## config.mk

```make
export PLATFORM = sky130hd
export DESIGN_NAME = adc_block_average_threshold_flat
export DESIGN_NICKNAME = d
export VERILOG_FILES = /design/src/sv/abta_pkg.sv /design/src/sv/abta_if.sv /design/src/sv/abta_accum.sv /design/src/sv/abta_average.sv /design/src/sv/abta_judge.sv /design/src/sv/adc_block_average_threshold.sv /design/src/flat_wrapper.sv
export SDC_FILE = /design/constraint.sdc
export NUM_CORES = 1
export LEC_CHECK = 0
export ABC_AREA = 1
export BUFFER_PORTS_ARGS = -buffer_cell sky130_fd_sc_hd__buf_2
export CORE_MARGIN = 2
export CORE_UTILIZATION = 53
export DETAILED_ROUTE_END_ITERATION = 6
export HOLD_SLACK_MARGIN = 0.02
export PLACE_DENSITY = 0.69
export RECOVER_POWER = 25
export SYNTH_ARGS = -nofsm -noshare
export SYNTH_HDL_FRONTEND = slang
export SYNTH_SLANG_ARGS = --single-unit
```

## constraint.sdc

```tcl
create_clock -name clock -period 17 [get_ports clock]
set_clock_uncertainty 0.15 [all_clocks]
set_input_delay 1.7 -clock clock [delete_from_list [all_inputs] [get_ports clock]]
set_output_delay 1.7 -clock clock [all_outputs]
set_load 0.03 [all_outputs]
```

## src/sv/abta_pkg.sv

```systemverilog
// Shared types and constants for the ADC block averaging and threshold block.
package abta_pkg;

   localparam int SAMPLE_W   = 12;
   localparam int SENSORS    = 4;
   localparam int THR_W      = 13;
   localparam int MV_W       = 14;
   localparam int REPORT_CH  = 5;
   localparam int BAT_CH     = 4;
   localparam int CSR_IDX_W  = 2;
   localparam int CSR_DATA_W = 14;

   // Battery scaling: 3300 mV full scale times the (100 + 33) / 33 divider.
   localparam int BAT_SCALE_MV = 13300;
   localparam int BAT_PROD_W   = 26;
   localparam int BAT_SHIFT    = 38;
   localparam int BAT_RECIP_W  = 27;
   localparam int BAT_FULL_W   = BAT_PROD_W + BAT_RECIP_W;
   // Rounded-up reciprocal of the 4095 full-scale code, exact for 26-bit products.
   localparam logic [BAT_RECIP_W-1:0] BAT_RECIP =
      BAT_RECIP_W'(((64'd1 << BAT_SHIFT) + 64'd4094) / 64'd4095);

   localparam logic [CSR_IDX_W-1:0] CSR_SEEING_THRESHOLD = 2'd0;
   localparam logic [CSR_IDX_W-1:0] CSR_SENSOR_ENABLE    = 2'd1;
   localparam logic [CSR_IDX_W-1:0] CSR_LOW_BATTERY_MV   = 2'd2;

   localparam logic [THR_W-1:0]   THRESHOLD_RESET   = 13'd1000;
   localparam logic [SENSORS-1:0] ENABLE_RESET      = 4'hF;
   localparam logic [MV_W-1:0]    LOW_BAT_MV_RESET  = 14'd11250;

   typedef struct packed {
      logic [THR_W-1:0]   threshold;
      logic [SENSORS-1:0] enable;
      logic [MV_W-1:0]    low_mv;
   } cfg_type;

   typedef logic [REPORT_CH-1:0][SAMPLE_W-1:0] avg_set_type;

   typedef struct packed {
      logic [SAMPLE_W-1:0] avg_left_side;
      logic [SAMPLE_W-1:0] avg_left_front;
      logic [SAMPLE_W-1:0] avg_right_front;
      logic [SAMPLE_W-1:0] avg_right_side;
      logic [SENSORS-1:0]  seeing_mask;
      logic [MV_W-1:0]     battery_mv;
      logic                low_battery;
   } rsp_type;

endpackage

```

## src/sv/abta_if.sv

```systemverilog
// Channel interfaces: sample input, result output and register write port.
interface abta_req_if import abta_pkg::*; ();
   logic                valid;
   logic                ready;
   logic [SAMPLE_W-1:0] sample;

   modport source (output valid, output sample, input ready);
   modport sink (input valid, input sample, output ready);
endinterface

interface abta_rsp_if import abta_pkg::*; ();
   logic                valid;
   logic                ready;
   logic [SAMPLE_W-1:0] avg_left_side;
   logic [SAMPLE_W-1:0] avg_left_front;
   logic [SAMPLE_W-1:0] avg_right_front;
   logic [SAMPLE_W-1:0] avg_right_side;
   logic [SENSORS-1:0]  seeing_mask;
   logic [MV_W-1:0]     battery_mv;
   logic                low_battery;

   modport source (output valid, output avg_left_side, output avg_left_front,
                   output avg_right_front, output avg_right_side, output seeing_mask,
                   output battery_mv, output low_battery, input ready);
   modport sink (input valid, input avg_left_side, input avg_left_front,
                 input avg_right_front, input avg_right_side, input seeing_mask,
                 input battery_mv, input low_battery, output ready);
endinterface

interface abta_csr_if import abta_pkg::*; ();
   logic                  valid;
   logic                  ready;
   logic [CSR_IDX_W-1:0]  reg_index;
   logic [CSR_DATA_W-1:0] data;

   modport source (output valid, output reg_index, output data, input ready);
   modport sink (input valid, input reg_index, input data, output ready);
endinterface

```

## src/sv/abta_accum.sv

```systemverilog
// Per-channel sample accumulation with channel and round tracking.
module abta_accum import abta_pkg::*; #(
   parameter int CHANNELS = 5,
   parameter int ROUNDS = 16,
   localparam int SUM_W = SAMPLE_W + $clog2(ROUNDS)
) (
   input  logic                clock,
   input  logic                reset,
   input  logic                in_valid,
   output logic                in_ready,
   input  logic [SAMPLE_W-1:0] in_sample,
   output logic                blk_valid,
   input  logic                blk_ready,
   output logic [SUM_W-1:0]    blk_sums [REPORT_CH]
);

   localparam int POS_W = $clog2(CHANNELS);
   localparam int RND_W = $clog2(ROUNDS + 1);

   logic [POS_W-1:0] pos_ff, pos_in;
   logic [RND_W-1:0] round_ff, round_in;
   logic [SUM_W-1:0] sums_ff [REPORT_CH];
   logic [SUM_W-1:0] sums_in [REPORT_CH];
   logic [SUM_W-1:0] total [REPORT_CH];
   logic [SUM_W-1:0] blk_sums_ff [REPORT_CH];
   logic             blk_valid_ff, blk_valid_in;
   logic             last_pos, last_round, block_end, take;

   assign last_pos   = pos_ff == POS_W'(CHANNELS - 1);
   assign last_round = round_ff == RND_W'(ROUNDS - 1);
   assign block_end  = last_pos && last_round;
   // Only the closing sample of a block needs room in the block register.
   assign in_ready   = !block_end || !blk_valid_ff || blk_ready;
   assign take       = in_valid && in_ready;

   always_comb begin
      for (int c = 0; c < REPORT_CH; c++) begin
         total[c] = sums_ff[c] + ((pos_ff == POS_W'(c)) ? SUM_W'(in_sample) : '0);
      end
      pos_in       = pos_ff;
      round_in     = round_ff;
      sums_in      = sums_ff;
      blk_valid_in = blk_valid_ff && !blk_ready;
      if (take) begin
         if (last_pos) begin
            pos_in   = '0;
            round_in = last_round ? '0 : round_ff + 1'b1;
         end else begin
            pos_in = pos_ff + 1'b1;
         end
         for (int c = 0; c < REPORT_CH; c++) begin
            sums_in[c] = block_end ? '0 : total[c];
         end
         if (block_end) begin
            blk_valid_in = 1'b1;
         end
      end
   end

   always_ff @(posedge clock) begin
      if (reset) begin
         pos_ff       <= '0;
         round_ff     <= '0;
         blk_valid_ff <= 1'b0;
         for (int c = 0; c < REPORT_CH; c++) begin
            sums_ff[c] <= '0;
         end
      end else begin
         pos_ff       <= pos_in;
         round_ff     <= round_in;
         blk_valid_ff <= blk_valid_in;
         sums_ff      <= sums_in;
      end
   end

   always_ff @(posedge clock) begin
      if (take && block_end) begin
         blk_sums_ff <= total;
      end
   end

   assign blk_valid = blk_valid_ff;
   assign blk_sums  = blk_sums_ff;

endmodule

```

## src/sv/abta_average.sv

```systemverilog
// Block averages by multiplication with the rounded-up reciprocal of the round count.
module abta_average import abta_pkg::*; #(
   parameter int ROUNDS = 16,
   localparam int SUM_W = SAMPLE_W + $clog2(ROUNDS)
) (
   input  logic             clock,
   input  logic             reset,
   input  logic             blk_valid,
   output logic             blk_ready,
   input  logic [SUM_W-1:0] blk_sums [REPORT_CH],
   output logic             avg_valid,
   input  logic             avg_ready,
   output avg_set_type      avgs
);

   localparam int LOG_R   = $clog2(ROUNDS);
   localparam int SHIFT   = SUM_W + LOG_R;
   localparam int RECIP_W = SUM_W + 2;
   localparam int PROD_W  = SUM_W + RECIP_W;
   localparam logic [63:0] RECIP_WIDE =
      ((64'd1 << SHIFT) + 64'(ROUNDS) - 64'd1) / 64'(ROUNDS);
   localparam logic [RECIP_W-1:0] RECIP = RECIP_WIDE[RECIP_W-1:0];

   logic [PROD_W-1:0] prod [REPORT_CH];
   avg_set_type       avgs_ff, avgs_in;
   logic              avg_valid_ff;
   logic              take;

   assign blk_ready = !avg_valid_ff || avg_ready;
   assign take      = blk_valid && blk_ready;

   // The quotient is exact because the shift covers the sum width plus the divisor width.
   always_comb begin
      for (int c = 0; c < REPORT_CH; c++) begin
         prod[c]    = PROD_W'(blk_sums[c]) * PROD_W'(RECIP);
         avgs_in[c] = prod[c][SHIFT +: SAMPLE_W];
      end
   end

   always_ff @(posedge clock) begin
      if (reset) begin
         avg_valid_ff <= 1'b0;
      end else if (blk_ready) begin
         avg_valid_ff <= blk_valid;
      end
   end

   always_ff @(posedge clock) begin
      if (take) begin
         avgs_ff <= avgs_in;
      end
   end

   assign avg_valid = avg_valid_ff;
   assign avgs      = avgs_ff;

endmodule

```

## src/sv/abta_judge.sv

```systemverilog
// Threshold mask, battery conversion and low-battery flag, ending in the result register.
module abta_judge import abta_pkg::*; (
   input  logic        clock,
   input  logic        reset,
   input  cfg_type     cfg,
   input  logic        avg_valid,
   output logic        avg_ready,
   input  avg_set_type avgs,
   output logic        rsp_valid,
   input  logic        rsp_ready,
   output rsp_type     rsp
);

   logic                  s2_valid_ff;
   logic                  s2_ready;
   avg_set_type           s2_avgs_ff;
   logic [SENSORS-1:0]    s2_mask_ff, s2_mask_in;
   logic                  s2_low_ff, s2_low_in;
   logic [BAT_PROD_W-1:0] s2_prod_ff, s2_prod_in;
   logic [BAT_PROD_W-1:0] limit;

   logic                  out_valid_ff;
   rsp_type               out_ff, out_in;
   logic [BAT_FULL_W-1:0] bat_full;

   assign s2_ready  = !out_valid_ff || rsp_ready;
   assign avg_ready = !s2_valid_ff || s2_ready;

   always_comb begin
      for (int i = 0; i < SENSORS; i++) begin
         s2_mask_in[i] = (THR_W'(avgs[i]) < cfg.threshold) && cfg.enable[i];
      end
      s2_prod_in = BAT_PROD_W'(avgs[BAT_CH]) * BAT_PROD_W'(BAT_SCALE_MV);
      // Millivolt limit times 4095, formed as a shift and a subtract.
      limit      = (BAT_PROD_W'(cfg.low_mv) << SAMPLE_W) - BAT_PROD_W'(cfg.low_mv);
      s2_low_in  = s2_prod_in <= limit;
   end

   always_comb begin
      bat_full               = BAT_FULL_W'(s2_prod_ff) * BAT_FULL_W'(BAT_RECIP);
      out_in.avg_left_side   = s2_avgs_ff[0];
      out_in.avg_left_front  = s2_avgs_ff[1];
      out_in.avg_right_front = s2_avgs_ff[2];
      out_in.avg_right_side  = s2_avgs_ff[3];
      out_in.seeing_mask     = s2_mask_ff;
      out_in.battery_mv      = bat_full[BAT_SHIFT +: MV_W];
      out_in.low_battery     = s2_low_ff;
   end

   always_ff @(posedge clock) begin
      if (reset) begin
         s2_valid_ff  <= 1'b0;
         out_valid_ff <= 1'b0;
      end else begin
         if (avg_ready) begin
            s2_valid_ff <= avg_valid;
         end
         if (s2_ready) begin
            out_valid_ff <= s2_valid_ff;
         end
      end
   end

   always_ff @(posedge clock) begin
      if (avg_valid && avg_ready) begin
         s2_avgs_ff <= avgs;
         s2_mask_ff <= s2_mask_in;
         s2_low_ff  <= s2_low_in;
         s2_prod_ff <= s2_prod_in;
      end
      if (s2_valid_ff && s2_ready) begin
         out_ff <= out_in;
      end
   end

   assign rsp_valid = out_valid_ff;
   assign rsp       = out_ff;

endmodule

```

## src/sv/adc_block_average_threshold.sv

```systemverilog
// Top level of the ADC block averaging and threshold block.
// Throughput: one sample transfer per cycle unless the input stalls; one result per CHANNELS * ROUNDS samples.
// The transfer of a block's last sample loads the block register; the average,
// decision and output registers follow.
// Input stalls only when a block's last sample finds all four result stages full and
// the result is not being taken.
// Reset (synchronous, active high) clears position, round count, sums and valid flags, and loads the register defaults.
module adc_block_average_threshold import abta_pkg::*; #(
   parameter int CHANNELS = 5,
   parameter int ROUNDS = 16
) (
   input logic       clock,
   input logic       reset,
   abta_req_if.sink  req_bus,
   abta_rsp_if.source rsp_bus,
   abta_csr_if.sink  csr_bus
);

   localparam int SUM_W = SAMPLE_W + $clog2(ROUNDS);

   // Configuration registers. Writes are accepted in every cycle; a write to an
   // index past the last register is dropped.
   cfg_type cfg_ff, cfg_in;

   assign csr_bus.ready = 1'b1;

   always_comb begin
      cfg_in = cfg_ff;
      if (csr_bus.valid) begin
         unique case (csr_bus.reg_index)
            CSR_SEEING_THRESHOLD: cfg_in.threshold = csr_bus.data[THR_W-1:0];
            CSR_SENSOR_ENABLE:    cfg_in.enable    = csr_bus.data[SENSORS-1:0];
            CSR_LOW_BATTERY_MV:   cfg_in.low_mv    = csr_bus.data[MV_W-1:0];
            default:              cfg_in           = cfg_ff;
         endcase
      end
   end

   always_ff @(posedge clock) begin
      if (reset) begin
         cfg_ff.threshold <= THRESHOLD_RESET;
         cfg_ff.enable    <= ENABLE_RESET;
         cfg_ff.low_mv    <= LOW_BAT_MV_RESET;
      end else begin
         cfg_ff <= cfg_in;
      end
   end

   // Accumulation: each sample transfer adds into the sum of its channel. The
   // last sample of the last round moves the completed sums into the block
   // register and clears the running sums in the same cycle.
   logic             blk_valid, blk_ready;
   logic [SUM_W-1:0] blk_sums [REPORT_CH];

   abta_accum #(
      .CHANNELS (CHANNELS),
      .ROUNDS   (ROUNDS)
   ) u_accum (
      .clock     (clock),
      .reset     (reset),
      .in_valid  (req_bus.valid),
      .in_ready  (req_bus.ready),
      .in_sample (req_bus.sample),
      .blk_valid (blk_valid),
      .blk_ready (blk_ready),
      .blk_sums  (blk_sums)
   );

   // Averages: the sum divided by the round count through a constant reciprocal.
   logic        avg_valid, avg_ready;
   avg_set_type avgs;

   abta_average #(
      .ROUNDS (ROUNDS)
   ) u_average (
      .clock     (clock),
      .reset     (reset),
      .blk_valid (blk_valid),
      .blk_ready (blk_ready),
      .blk_sums  (blk_sums),
      .avg_valid (avg_valid),
      .avg_ready (avg_ready),
      .avgs      (avgs)
   );

   // Decision stage and output register: seeing mask, battery millivolts and
   // the low-battery flag, compared exactly as avg * 13300 against limit * 4095.
   rsp_type rsp;

   abta_judge u_judge (
      .clock     (clock),
      .reset     (reset),
      .cfg       (cfg_ff),
      .avg_valid (avg_valid),
      .avg_ready (avg_ready),
      .avgs      (avgs),
      .rsp_valid (rsp_bus.valid),
      .rsp_ready (rsp_bus.ready),
      .rsp       (rsp)
   );

   assign rsp_bus.avg_left_side   = rsp.avg_left_side;
   assign rsp_bus.avg_left_front  = rsp.avg_left_front;
   assign rsp_bus.avg_right_front = rsp.avg_right_front;
   assign rsp_bus.avg_right_side  = rsp.avg_right_side;
   assign rsp_bus.seeing_mask     = rsp.seeing_mask;
   assign rsp_bus.battery_mv      = rsp.battery_mv;
   assign rsp_bus.low_battery     = rsp.low_battery;

   // A sensor may only be reported as seeing when it is enabled.
   a_mask_enabled: assert property (@(posedge clock) disable iff (reset)
      rsp_bus.valid |-> (rsp_bus.seeing_mask & ~cfg_ff.enable) == '0)
      else $error("seeing mask reports a disabled sensor");

   // Every reported sensor lies below the threshold.
   a_mask_below: assert property (@(posedge clock) disable iff (reset)
      rsp_bus.valid |->
         (!rsp_bus.seeing_mask[0] || THR_W'(rsp_bus.avg_left_side) < cfg_ff.threshold) &&
         (!rsp_bus.seeing_mask[1] || THR_W'(rsp_bus.avg_left_front) < cfg_ff.threshold) &&
         (!rsp_bus.seeing_mask[2] || THR_W'(rsp_bus.avg_right_front) < cfg_ff.threshold) &&
         (!rsp_bus.seeing_mask[3] || THR_W'(rsp_bus.avg_right_side) < cfg_ff.threshold))
      else $error("seeing mask disagrees with threshold");

   // The low-battery flag and the converted voltage must tell the same story.
   a_low_battery: assert property (@(posedge clock) disable iff (reset)
      rsp_bus.valid |->
         (rsp_bus.low_battery ? (rsp_bus.battery_mv <= cfg_ff.low_mv)
                              : (rsp_bus.battery_mv >= cfg_ff.low_mv)))
      else $error("low battery flag disagrees with battery voltage");

endmodule

```

## src/flat_wrapper.sv

```systemverilog
// flat-port wrapper written by rule: the top's interface ports become plain ports
module adc_block_average_threshold_flat import abta_pkg::*;
#(
   parameter int CHANNELS = 5,
   parameter int ROUNDS = 16
)
  (clock, reset, req_bus_valid, req_bus_sample, req_bus_ready, rsp_bus_valid, rsp_bus_avg_left_side, rsp_bus_avg_left_front, rsp_bus_avg_right_front, rsp_bus_avg_right_side, rsp_bus_seeing_mask, rsp_bus_battery_mv, rsp_bus_low_battery, rsp_bus_ready, csr_bus_valid, csr_bus_reg_index, csr_bus_data, csr_bus_ready);
  abta_req_if req_bus_i ();
  abta_rsp_if rsp_bus_i ();
  abta_csr_if csr_bus_i ();
  input logic clock;
  input logic reset;
  input wire logic [$bits(req_bus_i.valid)-1:0] req_bus_valid;
  input wire logic [$bits(req_bus_i.sample)-1:0] req_bus_sample;
  output wire logic [$bits(req_bus_i.ready)-1:0] req_bus_ready;
  output wire logic [$bits(rsp_bus_i.valid)-1:0] rsp_bus_valid;
  output wire logic [$bits(rsp_bus_i.avg_left_side)-1:0] rsp_bus_avg_left_side;
  output wire logic [$bits(rsp_bus_i.avg_left_front)-1:0] rsp_bus_avg_left_front;
  output wire logic [$bits(rsp_bus_i.avg_right_front)-1:0] rsp_bus_avg_right_front;
  output wire logic [$bits(rsp_bus_i.avg_right_side)-1:0] rsp_bus_avg_right_side;
  output wire logic [$bits(rsp_bus_i.seeing_mask)-1:0] rsp_bus_seeing_mask;
  output wire logic [$bits(rsp_bus_i.battery_mv)-1:0] rsp_bus_battery_mv;
  output wire logic [$bits(rsp_bus_i.low_battery)-1:0] rsp_bus_low_battery;
  input wire logic [$bits(rsp_bus_i.ready)-1:0] rsp_bus_ready;
  input wire logic [$bits(csr_bus_i.valid)-1:0] csr_bus_valid;
  input wire logic [$bits(csr_bus_i.reg_index)-1:0] csr_bus_reg_index;
  input wire logic [$bits(csr_bus_i.data)-1:0] csr_bus_data;
  output wire logic [$bits(csr_bus_i.ready)-1:0] csr_bus_ready;
  assign req_bus_i.valid = req_bus_valid;
  assign req_bus_i.sample = req_bus_sample;
  assign req_bus_ready = req_bus_i.ready;
  assign rsp_bus_valid = rsp_bus_i.valid;
  assign rsp_bus_avg_left_side = rsp_bus_i.avg_left_side;
  assign rsp_bus_avg_left_front = rsp_bus_i.avg_left_front;
  assign rsp_bus_avg_right_front = rsp_bus_i.avg_right_front;
  assign rsp_bus_avg_right_side = rsp_bus_i.avg_right_side;
  assign rsp_bus_seeing_mask = rsp_bus_i.seeing_mask;
  assign rsp_bus_battery_mv = rsp_bus_i.battery_mv;
  assign rsp_bus_low_battery = rsp_bus_i.low_battery;
  assign rsp_bus_i.ready = rsp_bus_ready;
  assign csr_bus_i.valid = csr_bus_valid;
  assign csr_bus_i.reg_index = csr_bus_reg_index;
  assign csr_bus_i.data = csr_bus_data;
  assign csr_bus_ready = csr_bus_i.ready;
  adc_block_average_threshold #(.CHANNELS(CHANNELS), .ROUNDS(ROUNDS)) u_core (.clock(clock), .reset(reset), .req_bus(req_bus_i), .rsp_bus(rsp_bus_i), .csr_bus(csr_bus_i));
endmodule
```

# ---- After elaboration in Yosys (flattened, before gate mapping)
# Cells that the tools add are included.
dict set report totals {
  regBits 407
  in_bits 33
  output_inout_bits 70
}
dict set report op_classes {
  add_sub_neg 8
  multipliers 2
  order_cmp 5
  eq_ne 7
  mux 14
  reduce_logical 28
}
# op count
set op_table {}
lappend op_table {{$add 16x12->16} 5}
lappend op_table {{$mux 16} 5}
lappend op_table {{$mux 12} 5}
lappend op_table {{$lt 12x13->1} 4}
lappend op_table {{$mul 24x27->50 const B} 1}
lappend op_table {{$le 26x26->1} 1}
lappend op_table {{$sub 26x14->26} 1}
lappend op_table {{$mul 12x12->24 const B} 1}
lappend op_table {{$logic_and 1x1->1} 11}
lappend op_table {{$reduce_and 2->1} 4}
lappend op_table {{$eq 3x2->1 const B} 2}
lappend op_table {{$logic_not 1->1} 6}
lappend op_table {{$add 5x1->5 const B} 1}
lappend op_table {{$eq 5x4->1 const B} 1}
lappend op_table {{$logic_or 1x1->1} 5}
lappend op_table {{$mux 5} 1}
lappend op_table {{$add 3x1->3 const B} 1}
lappend op_table {{$eq 3x1->1 const B} 1}
lappend op_table {{$eq 3x3->1 const B} 1}
lappend op_table {{$logic_not 3->1} 1}
lappend op_table {{$mux 3} 1}
lappend op_table {{$eq 2x1->1 const B} 1}
lappend op_table {{$eq 2x2->1 const B} 1}
lappend op_table {{$logic_not 2->1} 1}
lappend op_table {{$mux 1} 2}

# ---- Logic depth before layout (Yosys ltp)
# Gate-level depths: netlist of the first run.
dict set report depth {
  depth_word 8
  ltp_mapped 28
}

# ---- Cells and area by module
# From an unflattened synthesis of the first run, not the netlist that was laid out.
dict set report unflattened {
  cells_unflattened 3371
  hier_area_um2 28295.9
}
# module n_inst cells_each area_per_inst_um2
set modules_own_cells {}
lappend modules_own_cells {abta_judge 1 1713 14850.5}
lappend modules_own_cells {abta_accum 1 1424 10333.7}
lappend modules_own_cells {abta_average 1 66 1849.3}
lappend modules_own_cells {adc_block_average_threshold 1 168 1262.5}

# ---- Least setup slack after synthesis of the first run
# Ideal clock, no wire load.
dict set report synth_timing {
  path_kind {reg-to-reg}
  startpoint {register u_core.u_average.avgs_ff, in the netlist u_core.u_average.avgs[57]}
  endpoint {register u_core.u_judge.s2_low_ff, data pin}
  setup_time_ns 0.253
  t_arrival_ns 5.208
  path_slack_ns 11.389
  path_stages_with_launch 24
  path_buffers 0
  synth_period_minus_slack_ns 5.611
  cell_sequence {edfxtp_1 fa_1 inv_1 fa_1 inv_1 fa_1 fa_1 inv_1 fa_1 inv_1 ha_1 a21oi_1 o21ai_0 a21o_1 nand2_1 nand3_1 nand2_1 nand2_1 ha_1 nand4_1 nor3_1 nand3_1 nand3_1 nand2_1}
}
dict set report synth_via {
  elab_chain_cells 2
}
# item line_no
set synth_lines {}
lappend synth_lines {{from (decl)} abta_average.sv:25} ;# avg_set_type avgs_ff, avgs_in;
lappend synth_lines {{from (signal assigned)} abta_average.sv:50} ;# avgs_ff <= avgs_in;
lappend synth_lines {{$mul 12x12->24} abta_judge.sv:33} ;# s2_prod_in = BAT_PROD_W'(avgs[BAT_CH]) * BAT_PROD_W'(BAT_SCALE_MV);
lappend synth_lines {{named net u_core.u_judge.s2_prod_in[25]} abta_judge.sv:19} ;# logic [BAT_PROD_W-1:0] s2_prod_ff, s2_prod_in;
lappend synth_lines {{$le 26x26->1} abta_judge.sv:36} ;# s2_low_in = s2_prod_in <= limit;
lappend synth_lines {{named net u_core.u_judge.s2_low_in} abta_judge.sv:18} ;# logic s2_low_ff, s2_low_in;
lappend synth_lines {{to (signal assigned)} abta_judge.sv:68} ;# s2_low_ff <= s2_low_in;
lappend synth_lines {{to (decl)} abta_judge.sv:18}
# The timed path passes the listed nets, and every way through them passes these cells.
# A chain may end at the register's enable or synchronous reset.

# ---- Worst setup path after layout of the first run
# Same ends and word-level chain as after synthesis.

==> results of run 1 <==
## synth_stat cells (14+ instances only)
cell and n:
nand2_1 929, inv_1 563, ha_1 378, edfxtp_1 264, a21oi_1 230, nor2_1 221, nand3_1 157, dfxtp_1 123
fa_1 79, o21ai_0 55, nand4_1 44, and2_1 43, xor2_1 40, nor3_1 34, nand3b_1 22, clkbuf_1 20
o211ai_1 14
## final cells by class
cell class	count	area, um2
clock inverters	30	301.5
clock buffers	48	1104
well taps	680	850.8
inverters	567	2128
fillers	4574	21160
multi-input cells	2314	14700
repair buffers	108	560.5
flip-flops and latches	387	10390
## registers in the layout (all words and copies together), names as in the netlist
| register | count |
|---|---|
| u_core.u_judge.out_in | 48 |
| u_core.u_accum.blk_valid | 1 |
| u_core.u_judge.s2_mask_ff | 4 |
| u_core.u_judge.s2_low_ff | 1 |
| u_core.u_judge.s2_prod_ff | 24 |
| u_core.cfg_ff | 31 |
| u_core.u_accum.blk_sums | 60 |
| u_core.u_judge.s2_valid_ff | 1 |
| u_core.u_judge.rsp_valid | 1 |
| u_core.u_accum.round_ff | 5 |
| u_core.u_judge.rsp | 67 |
| u_core.u_accum.pos_ff | 3 |
| u_core.u_average.avgs | 60 |
| u_core.u_accum.sums_ff | 80 |
| u_core.u_average.avg_valid | 1 |
## power breakdown
group,switching [uW],internal (uW),total [uW]
combinational,96.6,46.5,143
clock,401,510,911
sequential,7.85,1010,1020
total,506,1560,2070
## worst max-delay path, stage by stage (launching register included)
cell and delay [ns]:
edfxtp_1 0.53, fa_1 0.58, inv_1 0.05, fa_1 0.50, inv_1 0.05, fa_1 0.46
fa_1 0.55, inv_1 0.06, fa_1 0.52, inv_1 0.04, ha_1 0.35, a21oi_1 0.35
o21ai_0 0.19, a21o_1 0.19, nand2_1 0.07, nand3_1 0.06, nand2_1 0.06, nand2_1 0.06
ha_1 0.32, nand4_1 0.13, nor3_1 0.31, nand3_1 0.14, nand3_1 0.12, nand2_1 0.05
## kinds of logic (layout without fill, tap and decap cells)
logic type / count (synthesis) / in the layout / share of synthesized area
buffers and inverters: 607 / 753 / 0.08531
xor gates and xnor gates: 48 / 48 / 0.01533
other: 1 / 1 / 0.0001367
AOI/OAI and AO/OA: 324 / 324 / 0.06282
adders and majority gates: 457 / 457 / 0.2301
and+or+nand+nor: 1484 / 1484 / 0.2274
DFF: 387 / 387 / 0.3788
## worst min-delay path by stage
stage,endpoint,from,slack [ns],cells past startpoint
after CTS,u_core.u_judge.rsp[18],u_core.u_judge.s2_mask_ff[3],0.26,0
after global routing,u_core.u_average.avgs[15],u_core.u_accum.blk_sums[55],0.27,0
after detailed placement,u_core.u_average.avgs[28],u_core.u_accum.blk_sums[40],0.25,0
after global placement,u_core.u_judge.rsp[42],u_core.u_judge.out_in[42],0.25,0
final,u_core.u_judge.rsp[18],u_core.u_judge.s2_mask_ff[3],0.25,0
after floorplan,u_core.u_average.avgs[0],u_core.u_accum.blk_sums[68],0.25,0
## stage by stage
stage	power, uW	cell area, um2
6_report	2070	30040
2_1_floorplan	1134	27430
3_3_place_gp	1172	28640
4_1_cts	2090	30040
5_1_grt	2147	30040
3_5_place_dp	1177	28640
## per-layer routing
layer  vias to the layer above  share of wire  global-route usage
met1                     10170           0.47              0.3745
met5                         -              0                   0
met2                       596           0.45              0.4169
met4                         0          0.027             0.08044
li1                      10980              -                   -
met3                       101          0.056             0.02645
==> metrics.md, run 1 <==
| Metric | Value |
|---|---|
| Antenna viol nets, final | 0 |
| Number of synthesized flops with an enable pin | between 200 and 300 |
| FF+latch count, synth | a little under 400 |
| Critical path class | flip-flop to flip-flop |
| Critical R2R Launch | u_core.u_average.avgs[57] |
| Vias in the first global route | 20960 |
| Avg Inst Size Synth | 8.291 um2 |
| Global route overflow | 0 |
| # diodes | 0 |
| Most frequent cells in the layout | nand2_1, inv_1, ha_1 |
| CTS tree | yes |
| Synth Instances | ~3300 |
| Power per cell area | ~70 nW/um2 |
| # hold bufs at CTS | 0 |
| Slew Viols, Final | 0 |
| Die width | around 230 um |
| Final wirelength | just under 70 mm |
| Worst-margin pin slew | roughly 1.1 ns |
| Peak Freq | 0.1626 GHz |
| Synth Warn # | 0 |
| Register area share after synthesis | 0.3788 |
| Post-synthesis cell type count | 47 |
| Worst rel slew slack | 0.2589 |
| Cells after DPL | 4056 |
| Setup WS pre-CTS | about 11 ns |
| Initial antenna violation count | 0 |
| First-pass GRT wire length | ~110 mm |
| Reg-to-Reg End | u_core.u_judge.s2_low_ff |
| Final #Nets | 3910 |
| Lkg Pwr | between 0.01 and 0.015 uW |
| R2R cell count | 23 |
| Post-CTS Setup Inserts | 0 |
| RSZ-0062 raised after global routing | no |
| Maximum VDD drop | about 0.000064 V |
| Worst-path clk slew | around 0.06 ns |
| # IOs | 103 |
| Fin. Hold Viols | 0 |
| Crit path DAT | 6.33 ns |
| Syn_nets | 3798 |
| Commonest non-fill, non-tap cell in the layout | nand2_1 |
| Max_cap viols | 0 |
| Post-route insts no fill | approximately 4100 |
| Area added between synthesis and finish | 9.531% |
| Vias/cell | about 5.3 |
| Pin count of the biggest net entering global routing | 89 |
| Final setup fails | 0 |
| Share of layout cells above drive strength 1 | 0.06051 |
| All-Layer GR Usage | 0.2611 |
| 1st-iter DRT viols | approximately 1400 |
| Final Worst Setup Slack | 10.85 ns |
| Root Buffer | clkbuf_16 |
| Via total after detailed routing | approximately 22000 |
| Hold WC Path Type | flip-flop to flip-flop |
| Critical Path Sink Type | flip-flop |
| Status | complete, no violations |
| Top cell type's share of synthesized area | 0.2891 |
| CTS HTree Levels | 2 |
| GP Congestion | around 0.95 |
| Critical-path maximum fanout | 7 |
| Detailed Place HPWL | about 54 mm |
| Final core occ | 0.5867 |
| PortBufs | around 100 |
| Synth area leader | edfxtp_1 |
| Setup slack, reg-to-reg | ~11 ns |
| Drt drc | 0 |
| Starting Density | 0.5357 |
| Largest cells by area after synthesis | edfxtp_1, ha_1, nand2_1, dfxtp_1, inv_1 |
| Final worst-path cycle share | 0.3617 |
| Worst path required time | ~17 ns |
| Post-route setup TNS | 0 ns |
| Minimum hold slack | approximately 0.25 ns |
| Synth async-reset ratio | 0 |
| Clk sinks | about 390 |
| Pre-antenna DRT Iters | 7 |
| Row count | between 80 and 90 |
| Post_cts resized | 0 |
| Die area | ~54000 um2 |
| CTS Buf Count | 42 |
| Area of the core | between 50000 and 60000 um2 |
| Max Root-Sink Buffers | 3 |
| Synthesized area | ~27000 um2 |
| Worst setup path end | u_core.u_judge.s2_low_ff |
| Die height | roughly 230 um |
| Per-cell routed wire length | between 15 and 20 um |
| Minimum clock period | a little over 6 ns |
| Worst-Skew Late Latency | between 0.5 and 0.6 ns |
| Top FF cell, synth | edfxtp_1 |
| CP Launch Point | u_core.u_average.avgs[57] |
| Crit path launch type | flip-flop |
(Power assumes the default switching activity.)
==> run 2: changes to the inputs <==
PLACE_DENSITY = 0.72   (was 0.69)
clock period = 4.9 ns   (was 17 ns; I/O delays follow)
==> run 2 against run 1 <==
  * Via count grew 0.97%
  * Die area is the same
  * Cell count grew 2.9%
  * Power grew to 3.5 times the previous value
  * Hold slack lost 0.20 ns
  * The run now ends with capacitance limit, slew limit, setup timing left
  * Register-to-register slack lost 11 ns
  * Largest power group unchanged
  * First-iteration DRC count grew 6.0%
==> metrics.md, run 2 (synthesis gave the netlist of run 1 again) <==
| Metric | Value |
|---|---|
| Final setup fails | 1 (+1) |
| # diodes | 0 (unchanged) |
| Hold WC Path Type | input port to flip-flop |
| Violated checks | capacitance limit, slew limit, setup timing |
| # IOs | 103 (unchanged) |
| Root Buffer | clkbuf_16 |
| Minimum clock period | 5.489 ns (-0.6604 ns) |
| Final Instance Area | 31480 um2 (+4.8%) |
| Die area | 53580 um2 (unchanged) |
| Peak Freq | 0.1822 GHz (+12%) |
| Maximum VDD drop | 0.0002224 V (+240%) |
| Power per cell area | 231.8 nW/um2 (+240%) |
| Worst-margin pin slew | 4.397 ns (+3.285 ns) |
| CTS tree | yes |
| Worst-Skew Late Latency | 0.55 ns (-0.02 ns) |
| Crit path DAT | 5.65 ns (-0.68 ns) |
| All-Layer GR Usage | 0.2509 (-0.01014) |
| Final worst-path cycle share | 1.120 (+0.7584) |
| Most frequent CP cell | fa_1 |
| 1st-iter DRT viols | 1532 (+6.0%) |
| Final #Nets | 4032 (+3.1%) |
| Critical Path Sink Type | flip-flop |
| Max incr delay on CP | 0.58 ns (about the same) |
| Pin count of the biggest net entering global routing | 88 (-1.1%) |
| Register name with the most flops | u_core.u_accum.sums_ff |
| Die width | 231.5 um (unchanged) |
| Area added between synthesis and finish | 14.80% |
| Critical Path, Cell by Cell | buf_6, fa_2, fa_1, fa_1, fa_1, inv_1, fa_1, inv_2, ha_4, buf_4, a21oi_4, o21ai_2, a21o_1, nand2_1, nand3_1, nand2_1, nand2_2, ha_4, nand4_1, nor3_2, nand3_1, nand3_1, nand2_1 |
| Max Root-Sink Buffers | 3 (unchanged) |
| Lkg Pwr | 0.01555 uW (+4.6%) |
| Clk sinks | 387 (unchanged) |
| Largest register FFs | 80 (unchanged) |
| Worst-path clk slew | 0.07 ns (about the same) |
| Initial antenna violation count | 0 (unchanged) |
| Fillers | 4375 (-4.4%) |
| Area of the core | 51200 um2 (unchanged) |
| Final wirelength | 66.89 mm (-2.8%) |
| First-pass GRT wire length | 106.7 mm (-3.2%) |
| CTS HTree Levels | 2 (unchanged) |
| Overall power | 7298 uW (+250%) |
| Critical-path maximum fanout | 4 (-3) |
| Status | finished, violations left |
| CTS Buf Count | 40 (-4.8%) |
| Vias/cell | 5.185 (-1.9%) |
| Most frequent cells in the layout | nand2_1, inv_1, ha_1 |
| Global route overflow | 0 (unchanged) |
| Minimum hold slack | 0.05421 ns (-0.1984 ns) |
| RSZ-0062 raised after global routing | yes |
| Share of layout cells above drive strength 1 | 0.1114 (+0.05085) |
| Cell Area, Placed | 29620 um2 (+3.4%) |
| Detailed Place HPWL | 52.43 mm (-3.4%) |
| Commonest non-fill, non-tap cell in the layout | nand2_1 |
| Via total after detailed routing | 22060 (+0.97%) |
| Crit path launch type | flip-flop |
| PortBufs | 101 (unchanged) |
| Worst path required time | 5.06 ns (-12.12 ns) |
| Row count | 83 (unchanged) |
| GP Congestion | 0.9519 (+0.40%) |
| Drt drc | 0 (unchanged) |
| Vias in the first global route | 20620 (-1.6%) |
| Worst path slowest cell | fa_2 |
| Post-route setup TNS | -0.5885 ns (-0.5885 ns) |
| Antenna viol nets, final | 0 (unchanged) |
| Max_cap viols | 1 (+1) |
| Starting Density | 0.5357 (unchanged) |
| Worst rel slew slack | -1.931 (-2.190) |
| Per-cell routed wire length | 15.72 um (-5.5%) |
| Fin. Hold Viols | 0 (unchanged) |
| Final Worst Setup Slack | -0.5885 ns (-11.44 ns) |
| Slew Viols, Final | 88 (+88) |
| Pre-antenna DRT Iters | 6 (-1) |
| Die height | 231.5 um (unchanged) |
| Critical path class | flip-flop to flip-flop |
## run 2: final timing paths
kind	endpoint	from	cells past startpoint	slack, ns
setup / recovery	u_core.u_judge.s2_low_ff	u_core.u_average.avgs[56]	23	-0.59
hold / removal	u_core.cfg_ff[6]	csr_bus_data[6]	3	0.05
setup reg to reg	u_core.u_judge.s2_low_ff	u_core.u_average.avgs[56]	23	-0.59
hold reg to reg	u_core.u_average.avgs[37]	u_core.u_accum.blk_sums[21]	0	0.25
## run 2: critical path: cells and delay by family, from the launching register on
family                     cells  cell delay (ns)
and+or+nand+nor                9             0.94
buffers and inverters          4             0.40
adders and majority gates      7             2.90
AOI/OAI and AO/OA              3             0.39
DFF                            1             0.49
## run 2: stage by stage
stage	cells	setup slack [ns]	util
after floorplan	3308	-0.3443	-
after global placement	4160	-0.6108	0.5785
after detailed placement	4160	-0.7253	0.5785
after CTS	4245	-0.5302	0.6123
after global routing	4254	-0.8384	0.6149
final	4254	-0.5885	0.6149
## run 2: final cells by class
| cell class | count | area [um2] | area share |
|---|---|---|---|
| Clock inverter | 24 | 289.0 | 0.009181 |
| Multi-Input combinational cell | 2314 | 15140 | 0.4809 |
| Tap cell | 680 | 850.8 | 0.02702 |
| Clock buffer | 50 | 1164 | 0.03696 |
| Timing Repair Buffer | 232 | 1521 | 0.04833 |
| Inverter | 567 | 2128 | 0.06760 |
| Sequential cell | 387 | 10390 | 0.3300 |
## run 2: what timing repair did
item | CTS | global route
setup buffers | 9 | 9
setup endpoints to repair | 1 | 1
endpoints found under the hold margin | 2 | 0
hold buffers | 2 | 0
pin swaps | 46 | 36
resized for setup | 41 | 18
## run 2: power by group
| group | switching (uW) | internal [uW] | total (uW) |
|---|---|---|---|
| logic | 337 | 167 | 504 |
| registers | 27.2 | 3500 | 3520 |
| clock network | 1350 | 1930 | 3270 |
## run 2: layer usage
metal | track usage | vias up | wire, um
li1 | - | 11220 | -
met1 | 0.3636 | 10130 | 31480
met2 | 0.3992 | 593 | 29630
met3 | 0.02584 | 109 | 3825
met4 | 0.07016 | 0 | 1965
met5 | 0 | - | 0
==> run 3: changes to the inputs <==
BUFFER_PORTS_ARGS = -buffer_cell sky130_fd_sc_hd__buf_4   (was -buffer_cell sky130_fd_sc_hd__buf_2)
==> run 3 against run 2 <==
  * The flow still finishes with violations (capacitance limit, slew limit, setup timing)
  * Sequential power hardly changed
  * Via count is 0.43% lower
  * Critical path depth stayed put
  * Hold slack worse by 0.0059 ns
==> metrics.md, run 3 (synthesis gave the netlist of run 1 again) <==
| Metric | Value |
|---|---|
| CTS HTree Levels | 2 (unchanged) |
| # IOs | 103 (unchanged) |
| Slew Viols, Final | 88 (unchanged) |
| Lkg Pwr | 0.01558 uW (+0.14%) |
| Hold WC Path Type | input port to flip-flop |
| Crit path launch type | flip-flop |
| # diodes | 0 (unchanged) |
| Worst-Skew Late Latency | 0.58 ns (+0.03 ns) |
| Setup WS pre-CTS | -0.6962 ns (+0.02915 ns) |
| Root Buffer | clkbuf_16 |
| Via total after detailed routing | 21970 (-0.43%) |
| Power per cell area | 228.0 nW/um2 (-1.6%) |
| CTS tree | yes |
| Register name with the most flops | u_core.u_accum.sums_ff |
| CP Launch Point | u_core.u_average.avgs[57] |
| Die area | 53580 um2 (unchanged) |
| Area added between synthesis and finish | 15.18% |
| Area of the core | 51200 um2 (unchanged) |
| Critical Path Sink Type | flip-flop |
| Vias/cell | 5.167 (-0.36%) |
| Critical path class | flip-flop to flip-flop |
| Reg-to-Reg End | u_core.u_judge.s2_low_ff |
| Worst rel slew slack | -2.028 (-0.09631) |
| GP Congestion | 0.9489 (-0.32%) |
| PortBufs | 101 (unchanged) |
| Crit path DAT | 5.71 ns (+0.06 ns) |
| Violated checks | capacitance limit, slew limit, setup timing |
| Detailed Place HPWL | 52.47 mm (about the same) |
| First-pass GRT wire length | 107.0 mm (+0.27%) |
| Final core occ | 0.6170 (+0.002077) |
| Most frequent CP cell | fa_1 |
| Most frequent cells in the layout | nand2_1, inv_1, ha_1 |
| Vias in the first global route | 20730 (+0.52%) |
| Status | finished, violations left |
| Drt drc | 0 (unchanged) |
| CP delay by family, top | adder cells |
| Critical-path maximum fanout | 5 (+1) |
| Area occupied by multi-input gates | 15110 um2 (-0.17%) |
| Critical R2R Launch | u_core.u_average.avgs[57] |
| Overall power | 7202 uW (-1.3%) |
| Commonest non-fill, non-tap cell in the layout | nand2_1 |
| Worst-path clk slew | 0.06 ns (about the same) |
| RSZ-0062 raised after global routing | yes |
| Largest register FFs | 80 (unchanged) |
| Starting Density | 0.5357 (unchanged) |
| Antenna viol nets, final | 0 (unchanged) |
| CTS Buf Count | 41 (+2.5%) |
| Fin. Hold Viols | 0 (unchanged) |
| Row count | 83 (unchanged) |
| Worst path required time | 5.08 ns (+0.02 ns) |
| Max_cap viols | 1 (unchanged) |
| Share of layout cells above drive strength 1 | 0.1070 (-0.004387) |
| Final #Nets | 4028 (-0.099%) |
| Final setup fails | 1 (unchanged) |
| Final wirelength | 67.03 mm (+0.21%) |
| Final worst-path cycle share | 1.129 (+0.009362) |
| All-Layer GR Usage | 0.2521 (+0.001211) |
| Pin count of the biggest net entering global routing | 88 (unchanged) |
| Peak Freq | 0.1807 GHz (-0.83%) |
| Final Worst Setup Slack | -0.6344 ns (-0.04587 ns) |
| WP buf/inv | 5 (+1) |
| 1st-iter DRT viols | 1584 (+3.4%) |
| Global route overflow | 0 (unchanged) |
| Per-cell routed wire length | 15.77 um (+0.28%) |
| Max incr delay on CP | 0.53 ns (-0.05 ns) |
| Clk sinks | 387 (unchanged) |
| Sequential Area | 10390 um2 (unchanged) |
| Worst setup path end | u_core.u_judge.s2_low_ff |
| Fillers | 4476 (+2.3%) |
| Maximum VDD drop | 0.0002062 V (-7.3%) |
| Die height | 231.5 um (unchanged) |
| Initial antenna violation count | 0 (unchanged) |
| Pre-antenna DRT Iters | 5 (-1) |
| Minimum clock period | 5.534 ns (+0.04587 ns) |
| Critical Path, Cell by Cell | fa_1, inv_1, fa_1, inv_1, fa_1, fa_1, inv_1, fa_1, inv_2, ha_4, nand2_4, inv_2, nand2_2, nor2_2, nand4_1, nand4_1, nand2_2, ha_4, nand4_1, nor3_4, nand3_1, nand3_1, nand2_1 |
| Worst path slowest cell | fa_1 |
| Setup slack, reg-to-reg | -0.63 ns (-0.05 ns) |
| Max Root-Sink Buffers | 3 (unchanged) |
| Die width | 231.5 um (unchanged) |
| Worst-margin pin slew | 4.541 ns (+0.1445 ns) |
| WP depth | 23 (unchanged) |
| R2R cell count | 23 (unchanged) |
| Minimum hold slack | 0.04829 ns (-0.005914 ns) |
-- run 3: cell types whose count changed in the layout (fill, tap and decap cells not counted), moves of 3 or more --
cell / delta
buf_2: -100
buf_4: +86
dlygate4sd3_1: +7
clkinv_1: +6
clkinv_2: +4
clkbuf_16: -3
-- run 3: per-stage QoR --
stage	cells	TNS, ns	area (um2)
after floorplan	3308	-0.3443	27600
after global placement	4154	-0.6103	29800
after detailed placement	4154	-0.6962	29800
after CTS	4246	-0.5809	31420
after global routing	4251	-0.9730	31590
final	4251	-0.6344	31590
-- run 3: worst min path at each step --
stage	startpoint	end	slack, ns	depth (start not counted)
final	csr_bus_data[0]	u_core.cfg_ff[14]	0.05	3
after global routing	csr_bus_data[2]	u_core.cfg_ff[16]	0.05	3
after CTS	csr_bus_data[0]	u_core.cfg_ff[14]	0.02	3
after detailed placement	u_core.u_accum.blk_sums[52]	u_core.u_average.avgs[12]	0.25	0
after global placement	u_core.u_accum.blk_sums[42]	u_core.u_average.avgs[30]	0.25	0
after floorplan	u_core.u_accum.blk_sums[68]	u_core.u_average.avgs[0]	0.25	0
-- run 3: cell type report --
class	instances	share of cell area
Multi-Input combinational cell	2314	0.4785
Tap cell	680	0.02693
Clock buffer	45	0.03359
Sequential cell	387	0.3289
Clock inverter	31	0.01006
Inverter	567	0.06737
Timing Repair Buffer	227	0.05466
-- run 3: metal layers --
layer | track usage | wire [um] | vias up
li1 | - | - | 11210
met1 | 0.3684 | 32270 | 10130
met2 | 0.3981 | 29550 | 534
met3 | 0.02842 | 3723 | 90
met4 | 0.06593 | 1488 | 0
met5 | 0 | 0 | -
-- run 3: where the power goes --
part | total (uW) | switching [uW] | internal, uW | leakage, uW
registers | 3520 | 27.7 | 3500 | 0.00334
clock network | 3160 | 1360 | 1800 | 0.000673
logic | 516 | 338 | 179 | 0.0116
-- run 3: worst register-to-register path, stage by stage (launching register included) --
cell and delay, ns:
edfxtp_1 0.49, fa_1 0.52, inv_1 0.05, fa_1 0.47
inv_1 0.06, fa_1 0.51, fa_1 0.53, inv_1 0.05
fa_1 0.49, inv_2 0.05, ha_4 0.30, nand2_4 0.06
inv_2 0.06, nand2_2 0.06, nor2_2 0.15, nand4_1 0.14
nand4_1 0.13, nand2_2 0.09, ha_4 0.28, nand4_1 0.17
nor3_4 0.24, nand3_1 0.10, nand3_1 0.09, nand2_1 0.05
-- run 3: what timing repair did --
action	in CTS	in global routing
hold buffers	9	0
setup buffers	7	5
gates resized for setup	21	38
hold endpoints to repair	13	0
setup endpoints to repair	1	7
pin swaps	20	47
